===== config.mk =====
export PLATFORM = sky130hd
export DESIGN_NAME = motor_soft_start_sequencer_core
export DESIGN_NICKNAME = d
export VERILOG_FILES = /design/src/rtl/mss_pkg.sv /design/src/rtl/mss_cfg_regs.sv /design/src/rtl/motor_soft_start_sequencer_core.sv
export SDC_FILE = /design/constraint.sdc
export NUM_CORES = 1
export LEC_CHECK = 0
export ABC_AREA = 1
export BUFFER_PORTS_ARGS = -buffer_cell sky130_fd_sc_hd__buf_2
export CORE_MARGIN = 1.5
export CORE_UTILIZATION = 30
export CTS_CLUSTER_SIZE = 25
export DETAILED_ROUTE_END_ITERATION = 7
export RECOVER_POWER = 50
export SKIP_CTS_REPAIR_TIMING = 1
export SYNTH_ARGS = -nofsm -noshare
export SYNTH_HDL_FRONTEND = slang
export SYNTH_SLANG_ARGS = --single-unit

===== constraint.sdc =====
create_clock -name i_clk -period 15.8 [get_ports i_clk]
set_input_delay 3.16 -clock i_clk [delete_from_list [all_inputs] [get_ports i_clk]]
set_output_delay 3.16 -clock i_clk [all_outputs]
set_load 0.005 [all_outputs]

===== src/rtl/mss_pkg.sv =====
// ----------------------------------------------------------------------------
// mss_pkg: shared definitions for the motor soft-start sequencer
// Configuration register indexes, reset values, item kinds and the settings
// bundle.
// ----------------------------------------------------------------------------
package mss_pkg;

    // widths fixed by the register map
    localparam int unsigned CFG_INDEX_W = 3;
    localparam int unsigned CFG_DATA_W  = 16;
    localparam int unsigned TICKS_W     = 16;
    localparam int unsigned BYTE_W      = 8;
    localparam int unsigned SBITS_W     = 5;

    // parameter defaults
    localparam int unsigned DUTY_WIDTH_DEF  = 16;
    localparam int unsigned COUNT_WIDTH_DEF = 16;

    // register indexes
    localparam logic [CFG_INDEX_W-1:0] REG_SPEED_BITS   = 3'd0;
    localparam logic [CFG_INDEX_W-1:0] REG_BRAKE_TICKS  = 3'd1;
    localparam logic [CFG_INDEX_W-1:0] REG_SETTLE_TICKS = 3'd2;
    localparam logic [CFG_INDEX_W-1:0] REG_HOLD_TICKS   = 3'd3;
    localparam logic [CFG_INDEX_W-1:0] REG_STEP_TICKS   = 3'd4;
    localparam logic [CFG_INDEX_W-1:0] REG_RAMP_STEP    = 3'd5;
    localparam logic [CFG_INDEX_W-1:0] REG_START_FLOOR  = 3'd6;

    // register reset values
    localparam logic [SBITS_W-1:0] RST_SPEED_BITS   = 5'd8;
    localparam logic [TICKS_W-1:0] RST_BRAKE_TICKS  = 16'd500;
    localparam logic [TICKS_W-1:0] RST_SETTLE_TICKS = 16'd50;
    localparam logic [TICKS_W-1:0] RST_HOLD_TICKS   = 16'd100;
    localparam logic [TICKS_W-1:0] RST_STEP_TICKS   = 16'd20;
    localparam logic [BYTE_W-1:0]  RST_RAMP_STEP    = 8'd10;
    localparam logic [BYTE_W-1:0]  RST_START_FLOOR  = 8'd10;

    // item kinds; the last code is not a command and is ignored
    typedef enum logic [2:0] {
        KIND_TICK, KIND_FWD, KIND_REV, KIND_STOP,
        KIND_SPEED, KIND_FWD_KEEP, KIND_REV_KEEP, KIND_UNUSED
    } t_kind;

    // settings handed from the register block to the sequencer
    typedef struct packed {
        logic [TICKS_W-1:0] brake_ticks;
        logic [TICKS_W-1:0] settle_ticks;
        logic [TICKS_W-1:0] hold_ticks;
        logic [TICKS_W-1:0] step_ticks;
        logic [BYTE_W-1:0]  ramp_step;    // already forced to at least 1
        logic [BYTE_W-1:0]  start_floor;
    } t_cfg;

endpackage


===== src/rtl/mss_cfg_regs.sv =====
// ----------------------------------------------------------------------------
// mss_cfg_regs: configuration registers of the soft-start sequencer
// Holds the seven settings and derives the speed limit and the ramp step.
// ----------------------------------------------------------------------------
module mss_cfg_regs #(
    parameter int unsigned DUTY_WIDTH = mss_pkg::DUTY_WIDTH_DEF
) (
    input  logic                             i_clk,
    input  logic                             i_rst_n,
    input  logic                             i_cfg_we,
    input  logic [mss_pkg::CFG_INDEX_W-1:0]  i_cfg_index,
    input  logic [mss_pkg::CFG_DATA_W-1:0]   i_cfg_data,
    output mss_pkg::t_cfg                    o_cfg,
    output logic [DUTY_WIDTH-1:0]            o_max_speed
);

    logic [mss_pkg::SBITS_W-1:0] r_speed_bits;
    logic [mss_pkg::TICKS_W-1:0] r_brake_ticks;
    logic [mss_pkg::TICKS_W-1:0] r_settle_ticks;
    logic [mss_pkg::TICKS_W-1:0] r_hold_ticks;
    logic [mss_pkg::TICKS_W-1:0] r_step_ticks;
    logic [mss_pkg::BYTE_W-1:0]  r_ramp_step;
    logic [mss_pkg::BYTE_W-1:0]  r_start_floor;
    logic [mss_pkg::SBITS_W-1:0] bits_eff;
    logic [DUTY_WIDTH:0]         pow2;

    // register writes
    always_ff @(posedge i_clk) begin
        if (!i_rst_n) begin
            r_speed_bits   <= mss_pkg::RST_SPEED_BITS;
            r_brake_ticks  <= mss_pkg::RST_BRAKE_TICKS;
            r_settle_ticks <= mss_pkg::RST_SETTLE_TICKS;
            r_hold_ticks   <= mss_pkg::RST_HOLD_TICKS;
            r_step_ticks   <= mss_pkg::RST_STEP_TICKS;
            r_ramp_step    <= mss_pkg::RST_RAMP_STEP;
            r_start_floor  <= mss_pkg::RST_START_FLOOR;
        end else if (i_cfg_we) begin
            case (i_cfg_index)
                mss_pkg::REG_SPEED_BITS:   r_speed_bits   <= i_cfg_data[mss_pkg::SBITS_W-1:0];
                mss_pkg::REG_BRAKE_TICKS:  r_brake_ticks  <= i_cfg_data;
                mss_pkg::REG_SETTLE_TICKS: r_settle_ticks <= i_cfg_data;
                mss_pkg::REG_HOLD_TICKS:   r_hold_ticks   <= i_cfg_data;
                mss_pkg::REG_STEP_TICKS:   r_step_ticks   <= i_cfg_data;
                mss_pkg::REG_RAMP_STEP:    r_ramp_step    <= i_cfg_data[mss_pkg::BYTE_W-1:0];
                mss_pkg::REG_START_FLOOR:  r_start_floor  <= i_cfg_data[mss_pkg::BYTE_W-1:0];
                default: begin
                end
            endcase
        end
    end

    // speed limit: resolution clamped to 1..DUTY_WIDTH
    always_comb begin
        if (r_speed_bits == '0) begin
            bits_eff = mss_pkg::SBITS_W'(1);
        end else if (r_speed_bits > mss_pkg::SBITS_W'(DUTY_WIDTH)) begin
            bits_eff = mss_pkg::SBITS_W'(DUTY_WIDTH);
        end else begin
            bits_eff = r_speed_bits;
        end
        pow2        = (DUTY_WIDTH+1)'(1) << bits_eff;
        o_max_speed = DUTY_WIDTH'(pow2 - (DUTY_WIDTH+1)'(1));
    end

    // settings bundle; a zero ramp step acts as one
    always_comb begin
        o_cfg.brake_ticks  = r_brake_ticks;
        o_cfg.settle_ticks = r_settle_ticks;
        o_cfg.hold_ticks   = r_hold_ticks;
        o_cfg.step_ticks   = r_step_ticks;
        o_cfg.ramp_step    = (r_ramp_step == '0) ? mss_pkg::BYTE_W'(1) : r_ramp_step;
        o_cfg.start_floor  = r_start_floor;
    end

endmodule


===== src/rtl/motor_soft_start_sequencer_core.sv =====
// ----------------------------------------------------------------------------
// motor_soft_start_sequencer_core: brushed-motor soft start and reversal
// Brake, direction settle, start hold and stepped duty ramp, advanced by
// tick items; one result per item carries the duty and status.
// ----------------------------------------------------------------------------
//  channel  | signals                                   | direction
//  ---------+-------------------------------------------+----------
//  in       | i_in_valid, o_in_stall, i_kind, i_speed   | to core
//  out      | o_out_valid, i_out_stall, o_duty,         | from core
//           | o_reverse_dir, o_busy_res, o_running,     |
//           | o_speed_now, o_rejected                   |
//  cfg      | i_cfg_we, i_cfg_index, i_cfg_data         | to core
//
// One item per cycle while the result is not stalled. An item is captured in
// the input register; when it advances it updates the sequencer state and
// loads the result register, from which its result then transfers.
// Synchronous active-low reset clears state to idle, forward, zero duty.
// A stalled result holds; the input register then takes one more item
// before o_in_stall rises.
// ----------------------------------------------------------------------------
module motor_soft_start_sequencer_core #(
    parameter int unsigned DUTY_WIDTH  = mss_pkg::DUTY_WIDTH_DEF,
    parameter int unsigned COUNT_WIDTH = mss_pkg::COUNT_WIDTH_DEF
) (
    input  logic                            i_clk,
    input  logic                            i_rst_n,
    // input items
    input  logic                            i_in_valid,
    output logic                            o_in_stall,
    input  logic [2:0]                      i_kind,
    input  logic signed [16:0]              i_speed,
    // results
    output logic                            o_out_valid,
    input  logic                            i_out_stall,
    output logic [DUTY_WIDTH-1:0]           o_duty,
    output logic                            o_reverse_dir,
    output logic                            o_busy_res,
    output logic                            o_running,
    output logic [15:0]                     o_speed_now,
    output logic                            o_rejected,
    // configuration
    input  logic                            i_cfg_we,
    input  logic [mss_pkg::CFG_INDEX_W-1:0] i_cfg_index,
    input  logic [mss_pkg::CFG_DATA_W-1:0]  i_cfg_data
);

    // sequence phases
    localparam logic [2:0] PH_IDLE   = 3'd0;
    localparam logic [2:0] PH_BRAKE  = 3'd1;
    localparam logic [2:0] PH_SETTLE = 3'd2;
    localparam logic [2:0] PH_HOLD   = 3'd3;
    localparam logic [2:0] PH_RAMP   = 3'd4;

    // reciprocal of ten: (x * 0xCCCD) >> 19 is exact for 16-bit x
    localparam logic [15:0] RECIP_TEN = 16'hCCCD;
    localparam int unsigned RECIP_SH  = 19;
    localparam int unsigned LVL_W     = 17;

    mss_pkg::t_cfg          cfg;
    logic [DUTY_WIDTH-1:0]  max_speed;

    // input register
    logic                   r_in_valid;
    logic [2:0]             r_in_kind;
    logic signed [16:0]     r_in_speed;
    logic                   advance;
    logic                   in_xfer;

    // sequencer state
    logic [DUTY_WIDTH-1:0]  r_duty,  n_duty;
    logic                   r_rev,   n_rev;
    logic [DUTY_WIDTH-1:0]  r_rec,   n_rec;
    logic [DUTY_WIDTH-1:0]  r_tgt,   n_tgt;
    logic [LVL_W-1:0]       r_ramp,  n_ramp;
    logic [2:0]             r_phase, n_phase;
    logic [COUNT_WIDTH-1:0] r_wc,    n_wc;
    logic                   r_pend,  n_pend;
    logic                   n_rejected;

    // result register
    logic                   r_out_valid;
    logic [DUTY_WIDTH-1:0]  r_o_duty;
    logic                   r_o_rev;
    logic                   r_o_busy;
    logic                   r_o_running;
    logic [15:0]            r_o_speed;
    logic                   r_o_rejected;

    // scratch for the next-state logic
    logic                   go_brake, go_settle, go_hold, go_ramp, go_finish;
    logic [15:0]            spd16;
    logic [15:0]            mx16;
    logic                   dir;
    logic [31:0]            prod;
    logic [LVL_W-1:0]       tenth;
    logic [LVL_W-1:0]       start;

    // wait length saturated to the counter width
    function automatic logic [COUNT_WIDTH-1:0] load_count(input logic [15:0] ticks);
        logic [COUNT_WIDTH-1:0] cnt;
        if (COUNT_WIDTH >= 16) begin
            cnt = COUNT_WIDTH'(ticks);
        end else if ((ticks >> COUNT_WIDTH) != 16'd0) begin
            cnt = '1;
        end else begin
            cnt = COUNT_WIDTH'(ticks);
        end
        return cnt;
    endfunction

    mss_cfg_regs #(
        .DUTY_WIDTH (DUTY_WIDTH)
    ) u_cfg (
        .i_clk       (i_clk),
        .i_rst_n     (i_rst_n),
        .i_cfg_we    (i_cfg_we),
        .i_cfg_index (i_cfg_index),
        .i_cfg_data  (i_cfg_data),
        .o_cfg       (cfg),
        .o_max_speed (max_speed)
    );

    // handshake: the held item moves on unless the result is stuck
    assign advance    = r_in_valid && !(r_out_valid && i_out_stall);
    assign o_in_stall = r_in_valid && !advance;
    assign in_xfer    = i_in_valid && !o_in_stall;

    always_ff @(posedge i_clk) begin
        if (!i_rst_n) begin
            r_in_valid <= 1'b0;
        end else if (in_xfer) begin
            r_in_valid <= 1'b1;
        end else if (advance) begin
            r_in_valid <= 1'b0;
        end
    end

    always_ff @(posedge i_clk) begin
        if (in_xfer) begin
            r_in_kind  <= i_kind;
            r_in_speed <= i_speed;
        end
    end

    // next state for the held item
    always_comb begin
        n_duty     = r_duty;
        n_rev      = r_rev;
        n_rec      = r_rec;
        n_tgt      = r_tgt;
        n_ramp     = r_ramp;
        n_phase    = r_phase;
        n_wc       = r_wc;
        n_pend     = r_pend;
        n_rejected = 1'b0;
        go_brake   = 1'b0;
        go_settle  = 1'b0;
        go_hold    = 1'b0;
        go_ramp    = 1'b0;
        go_finish  = 1'b0;
        mx16       = 16'(max_speed);
        spd16      = 16'd0;
        dir        = r_rev;
        prod       = 32'd0;
        tenth      = '0;
        start      = '0;

        // decode: ticks count down a wait, commands start a sequence
        if (r_in_kind == mss_pkg::KIND_TICK) begin
            if (r_phase != PH_IDLE) begin
                if (r_wc != '0) begin
                    n_wc = r_wc - COUNT_WIDTH'(1);
                end
                if (n_wc == '0) begin
                    case (r_phase)
                        PH_BRAKE:  go_settle = 1'b1;
                        PH_SETTLE: go_hold   = 1'b1;
                        PH_HOLD:   go_ramp   = 1'b1;
                        PH_RAMP: begin
                            n_ramp  = r_ramp + LVL_W'(cfg.ramp_step);
                            go_ramp = 1'b1;
                        end
                        default: n_phase = PH_IDLE;
                    endcase
                end
            end
        end else if (r_in_kind <= mss_pkg::KIND_REV_KEEP) begin
            if (r_phase != PH_IDLE) begin
                n_rejected = 1'b1;
            end else if (r_in_kind == mss_pkg::KIND_STOP) begin
                n_duty = '0;
                n_rec  = '0;
            end else begin
                if (r_in_kind >= mss_pkg::KIND_FWD_KEEP) begin
                    spd16 = 16'(r_rec);
                end else if (r_in_speed[16]) begin
                    spd16 = 16'd0;
                end else begin
                    spd16 = r_in_speed[15:0];
                end
                if (spd16 > mx16) begin
                    spd16 = mx16;
                end
                if (r_in_kind == mss_pkg::KIND_FWD ||
                    r_in_kind == mss_pkg::KIND_FWD_KEEP) begin
                    dir = 1'b0;
                end else if (r_in_kind == mss_pkg::KIND_REV ||
                             r_in_kind == mss_pkg::KIND_REV_KEEP) begin
                    dir = 1'b1;
                end
                n_tgt  = DUTY_WIDTH'(spd16);
                n_pend = dir;
                if (dir != r_rev && r_rec != '0) begin
                    go_brake = 1'b1;
                end else begin
                    go_settle = 1'b1;
                end
            end
        end

        // brake: zero duty and forget the speed
        if (go_brake) begin
            n_duty = '0;
            n_rec  = '0;
            if (cfg.brake_ticks == '0) begin
                go_settle = 1'b1;
            end else begin
                n_wc    = load_count(cfg.brake_ticks);
                n_phase = PH_BRAKE;
            end
        end

        // settle: drive the direction line
        if (go_settle) begin
            n_rev = n_pend;
            if (cfg.settle_ticks == '0) begin
                go_hold = 1'b1;
            end else begin
                n_wc    = load_count(cfg.settle_ticks);
                n_phase = PH_SETTLE;
            end
        end

        // hold: starting duty is max(floor, target / 10)
        if (go_hold) begin
            if (n_tgt == '0) begin
                go_finish = 1'b1;
            end else begin
                prod  = 16'(n_tgt) * RECIP_TEN;
                tenth = LVL_W'(prod >> RECIP_SH);
                start = (tenth < LVL_W'(cfg.start_floor)) ? LVL_W'(cfg.start_floor) : tenth;
                n_ramp = start;
                n_duty = DUTY_WIDTH'(start);
                if (cfg.hold_ticks == '0) begin
                    go_ramp = 1'b1;
                end else begin
                    n_wc    = load_count(cfg.hold_ticks);
                    n_phase = PH_HOLD;
                end
            end
        end

        // ramp: next level, or done once the target is reached
        if (go_ramp) begin
            if (n_ramp < LVL_W'(n_tgt) && cfg.step_ticks != '0) begin
                n_duty  = DUTY_WIDTH'(n_ramp);
                n_wc    = load_count(cfg.step_ticks);
                n_phase = PH_RAMP;
            end else begin
                go_finish = 1'b1;
            end
        end

        // finish: target becomes the recorded speed
        if (go_finish) begin
            n_duty  = n_tgt;
            n_rec   = n_tgt;
            n_phase = PH_IDLE;
            n_wc    = '0;
        end
    end

    // sequencer state update
    always_ff @(posedge i_clk) begin
        if (!i_rst_n) begin
            r_duty  <= '0;
            r_rev   <= 1'b0;
            r_rec   <= '0;
            r_tgt   <= '0;
            r_ramp  <= '0;
            r_phase <= PH_IDLE;
            r_wc    <= '0;
            r_pend  <= 1'b0;
        end else if (advance) begin
            r_duty  <= n_duty;
            r_rev   <= n_rev;
            r_rec   <= n_rec;
            r_tgt   <= n_tgt;
            r_ramp  <= n_ramp;
            r_phase <= n_phase;
            r_wc    <= n_wc;
            r_pend  <= n_pend;
        end
    end

    // result register
    always_ff @(posedge i_clk) begin
        if (!i_rst_n) begin
            r_out_valid <= 1'b0;
        end else if (advance) begin
            r_out_valid <= 1'b1;
        end else if (!i_out_stall) begin
            r_out_valid <= 1'b0;
        end
    end

    always_ff @(posedge i_clk) begin
        if (advance) begin
            r_o_duty     <= n_duty;
            r_o_rev      <= n_rev;
            r_o_busy     <= (n_phase != PH_IDLE);
            r_o_running  <= (n_rec != '0);
            r_o_speed    <= 16'(n_rec);
            r_o_rejected <= n_rejected;
        end
    end

    assign o_out_valid   = r_out_valid;
    assign o_duty        = r_o_duty;
    assign o_reverse_dir = r_o_rev;
    assign o_busy_res    = r_o_busy;
    assign o_running     = r_o_running;
    assign o_speed_now   = r_o_speed;
    assign o_rejected    = r_o_rejected;

endmodule


==> key figures <==
Floorplan
  – Die Span Y: 250.9 um
  – Die ar.: 0.06296 mm2
  – Die width: 250.9 um
  – CORE AREA: 0.06058 mm2
  – Num ports: 82
  – Starting Density: 0.3044
  – Site Rows: 90

Clock tree
  – CTS clk-pin slew, worst paths: 0.06 ns
  – CTS Buf Count: 27
  – CTS tree: yes
  – H-tree levels: 1
  – Clock Tree Root: clkbuf_16
  – Clock Path Buffers: 3
  – Clk sinks: 229
  – Insertion delay to the later sink of the worst-skew pair: 0.55 ns

Drt
  – Max Used Layer: met5
  – First-pass DRT Iterations: 5
  – Met2 wire len: 25230 um
  – Post-route DRC violation count: 0
  – Post-DR wirelength/cell: 17.25 um
  – Routed wire length: 58450 um
  – Met3 wire len: 4064 um
  – Vias/cell: 4.980
  – DR iter-0 viols: 1634
  – Post-route ant nets: 0
  – Vias: 16871
  – DRT met1 WL: 27440 um

Cells and area
  – Area growth, synth to finish: 11.30%
  – Fillers: 6503
  – Commonest non-fill, non-tap cell in the layout: inv_1
  – Multi-input gate area: 0.01121 mm2
  – Most frequent cells in the layout: inv_1, nand2_1, nor2_1, o21ai_0, ha_1
  – Top flop regs: r_in_speed: 17 flops, r_ramp: 17 flops
  – Fin nets: 2894
  – Share of cells above drive strength 1: 0.07143
  – FF+latch area: 0.005145 mm2

STA
  – Final Setup Violations: 0
  – Sum Neg Setup Slack: 0 ns
  – Worst-Margin Slew: 4.050 ns
  – RSZ-0062 raised after global routing: false
  – Final Max Tran Viols: 173
  – Clk_skew: 0.009065 ns
  – Fin crit period: 13.31 ns
  – Max Clock Freq: 0.07514 GHz
  – Slew HR: -1.700
  – Fin. Hold Viols: 0
  – Final worst path period share: 0.8423
  – PnR worst setup slack: 2.492 ns

Synthesis
  – YS warnings: 0
  – Mapped Avg Cell Area: 7.283 um2
  – Synthesized area: 0.01844 mm2
  – Post-synth EDFFs: 56
  – Post-Syn Instances: 2532
  – Sequential fraction of the synthesis area: 0.2790
  – #FFs+latches synth: 229
  – Asr flop ratio synth: 0
  – Top_reg_cell synth: dfxtp_1
  – Count of cell types in the netlist: 62

Global route
  – Vias in the first global route: 15510
  – Largest net degree at the start of global routing: 98
  – First-pass GRT wire length: 90320 um
  – Total GRT Usage: 0.1822
  – Overflow left after global routing: 0
  – Initial antenna violation count: 4

Worst setup path
  – CP endpoint kind: flop
  – R2r startpoint: u_cfg.r_speed_bits[3]$_SDFFE_PN1P_
  – Slowest cell on crit path: fa_1
  – WS Path Type: reg2reg
  – CP required: 16.09 ns
  – Crit path arrival time: 13.59 ns
  – Worst setup path startpoint: u_cfg.r_speed_bits[3]$_SDFFE_PN1P_
  – Crit path launch type: flop
  – Max Fanout on Critical Path: 47
  – Crit-path most repeated cell: inv_1
  – Crit path largest cell delay: 0.49 ns

Placed design
  – Gpl congestion: 0.9146
  – Post-Place Worst Slack: 2.851 ns
  – # port buffers: 81
  – HPWL Detailed: 45510 um

Hold path
  – Hold crit path type: reg2reg
  – HP Start: r_pend$_SDFFE_PN0P_

Run status
  – Status: complete, but fails checks
  – Failing checks: max-capacitance violations, max-slew violations

Flow run
  – Max_cap viols: 2
-- stage by stage --
step                area, um2  instances  utilization  hold WS, ns
finish                  20520       3388       0.3388       0.4578
global route            20520       3386       0.3387       0.4909
CTS                     20560       3386       0.3394       0.4633
detailed placement      19660       3337       0.3245       0.4518
global placement        19660       3337       0.3245       0.4518
floorplan               18440       2533            -       0.4306
-- area by class of cell --
class                           count  share of cell area
Inverter                          458             0.08383
Tap cell                          782             0.04767
Sequential cell                   229              0.2507
Timing Repair Buffer              106             0.02762
Antenna cell                        2           0.0002439
Clock inverter                     12            0.004633
Clock buffer                       37             0.03920
Multi-Input combinational cell   1762              0.5461
-- synthesized netlist by cell type (all sizes together), types with 2 or more instances --
cell type	instances	area, um2
a2111oi	2	17.52
a211oi	4	30.03
a21o	4	30.03
a21oi	168	844.6
a22oi	3	36.28
a31o	3	26.28
a31oi	6	37.54
a41oi	2	17.52
and2	2	12.51
buf	21	123.9
clkbuf	62	232.7
clkinv	4	16.26
dfxtp	173	3463
edfxtp	56	1682
fa	81	1622
ha	185	2315
inv	454	1704
mux2i	2	20.02
nand2	380	1494
nand3	111	565.5
nand3b	6	45.04
nand4	41	262.8
nor2	320	1221
nor3	23	131.4
nor4	31	209.0
o211ai	43	322.8
o21ai	269	1350
o21bai	5	37.54
o221ai	4	35.03
o22ai	9	56.30
o41ai	2	17.52
or2	10	62.56
xnor2	9	78.83
xor2	29	254.0
-- worst paths after layout --
check | depth (start not counted) | endpoint | slack, ns
min reg2reg | 2 | r_pend$_SDFFE_PN0P_ | 0.46
max reg2reg | 65 | r_wc[8]$_SDFFE_PN0P_ | 2.49
max | 65 | r_wc[8]$_SDFFE_PN0P_ | 2.49
min | 2 | r_pend$_SDFFE_PN0P_ | 0.46
-- cells by family (layout without fill, tap and decap cells) --
group	after synthesis	count (layout)	synth area share
DFF	229	229	0.2790
buffers and inverters	542	613	0.1132
other	1	4	0.0002034
and+or+nand+nor	926	926	0.2179
AOI/OAI and AO/OA	528	528	0.1571
muxes	2	2	0.001086
xor gates and xnor gates	38	38	0.01805
adders and majority gates	266	266	0.2135
-- critical path, delay by kind of cell, from the launching register on --
| kind | cells | cell delay (ns) |
|---|---|---|
| AOI/OAI and AO/OA | 18 | 3.03 |
| xor gates and xnor gates | 2 | 0.35 |
| adders and majority gates | 10 | 3.82 |
| buffers and inverters | 13 | 1.97 |
| DFF | 1 | 0.35 |
| and+or+nand+nor | 22 | 3.51 |
-- metal layers --
metal	GRT usage	vias up
met2	0.2815	588
met5	0	-
met4	0.04836	6
met1	0.2650	7788
li1	-	8399
met3	0.02516	90
Power is left out: the tool's default activity adds up to more than one toggle a clock period on the data nets, which glitch-free logic cannot reach.
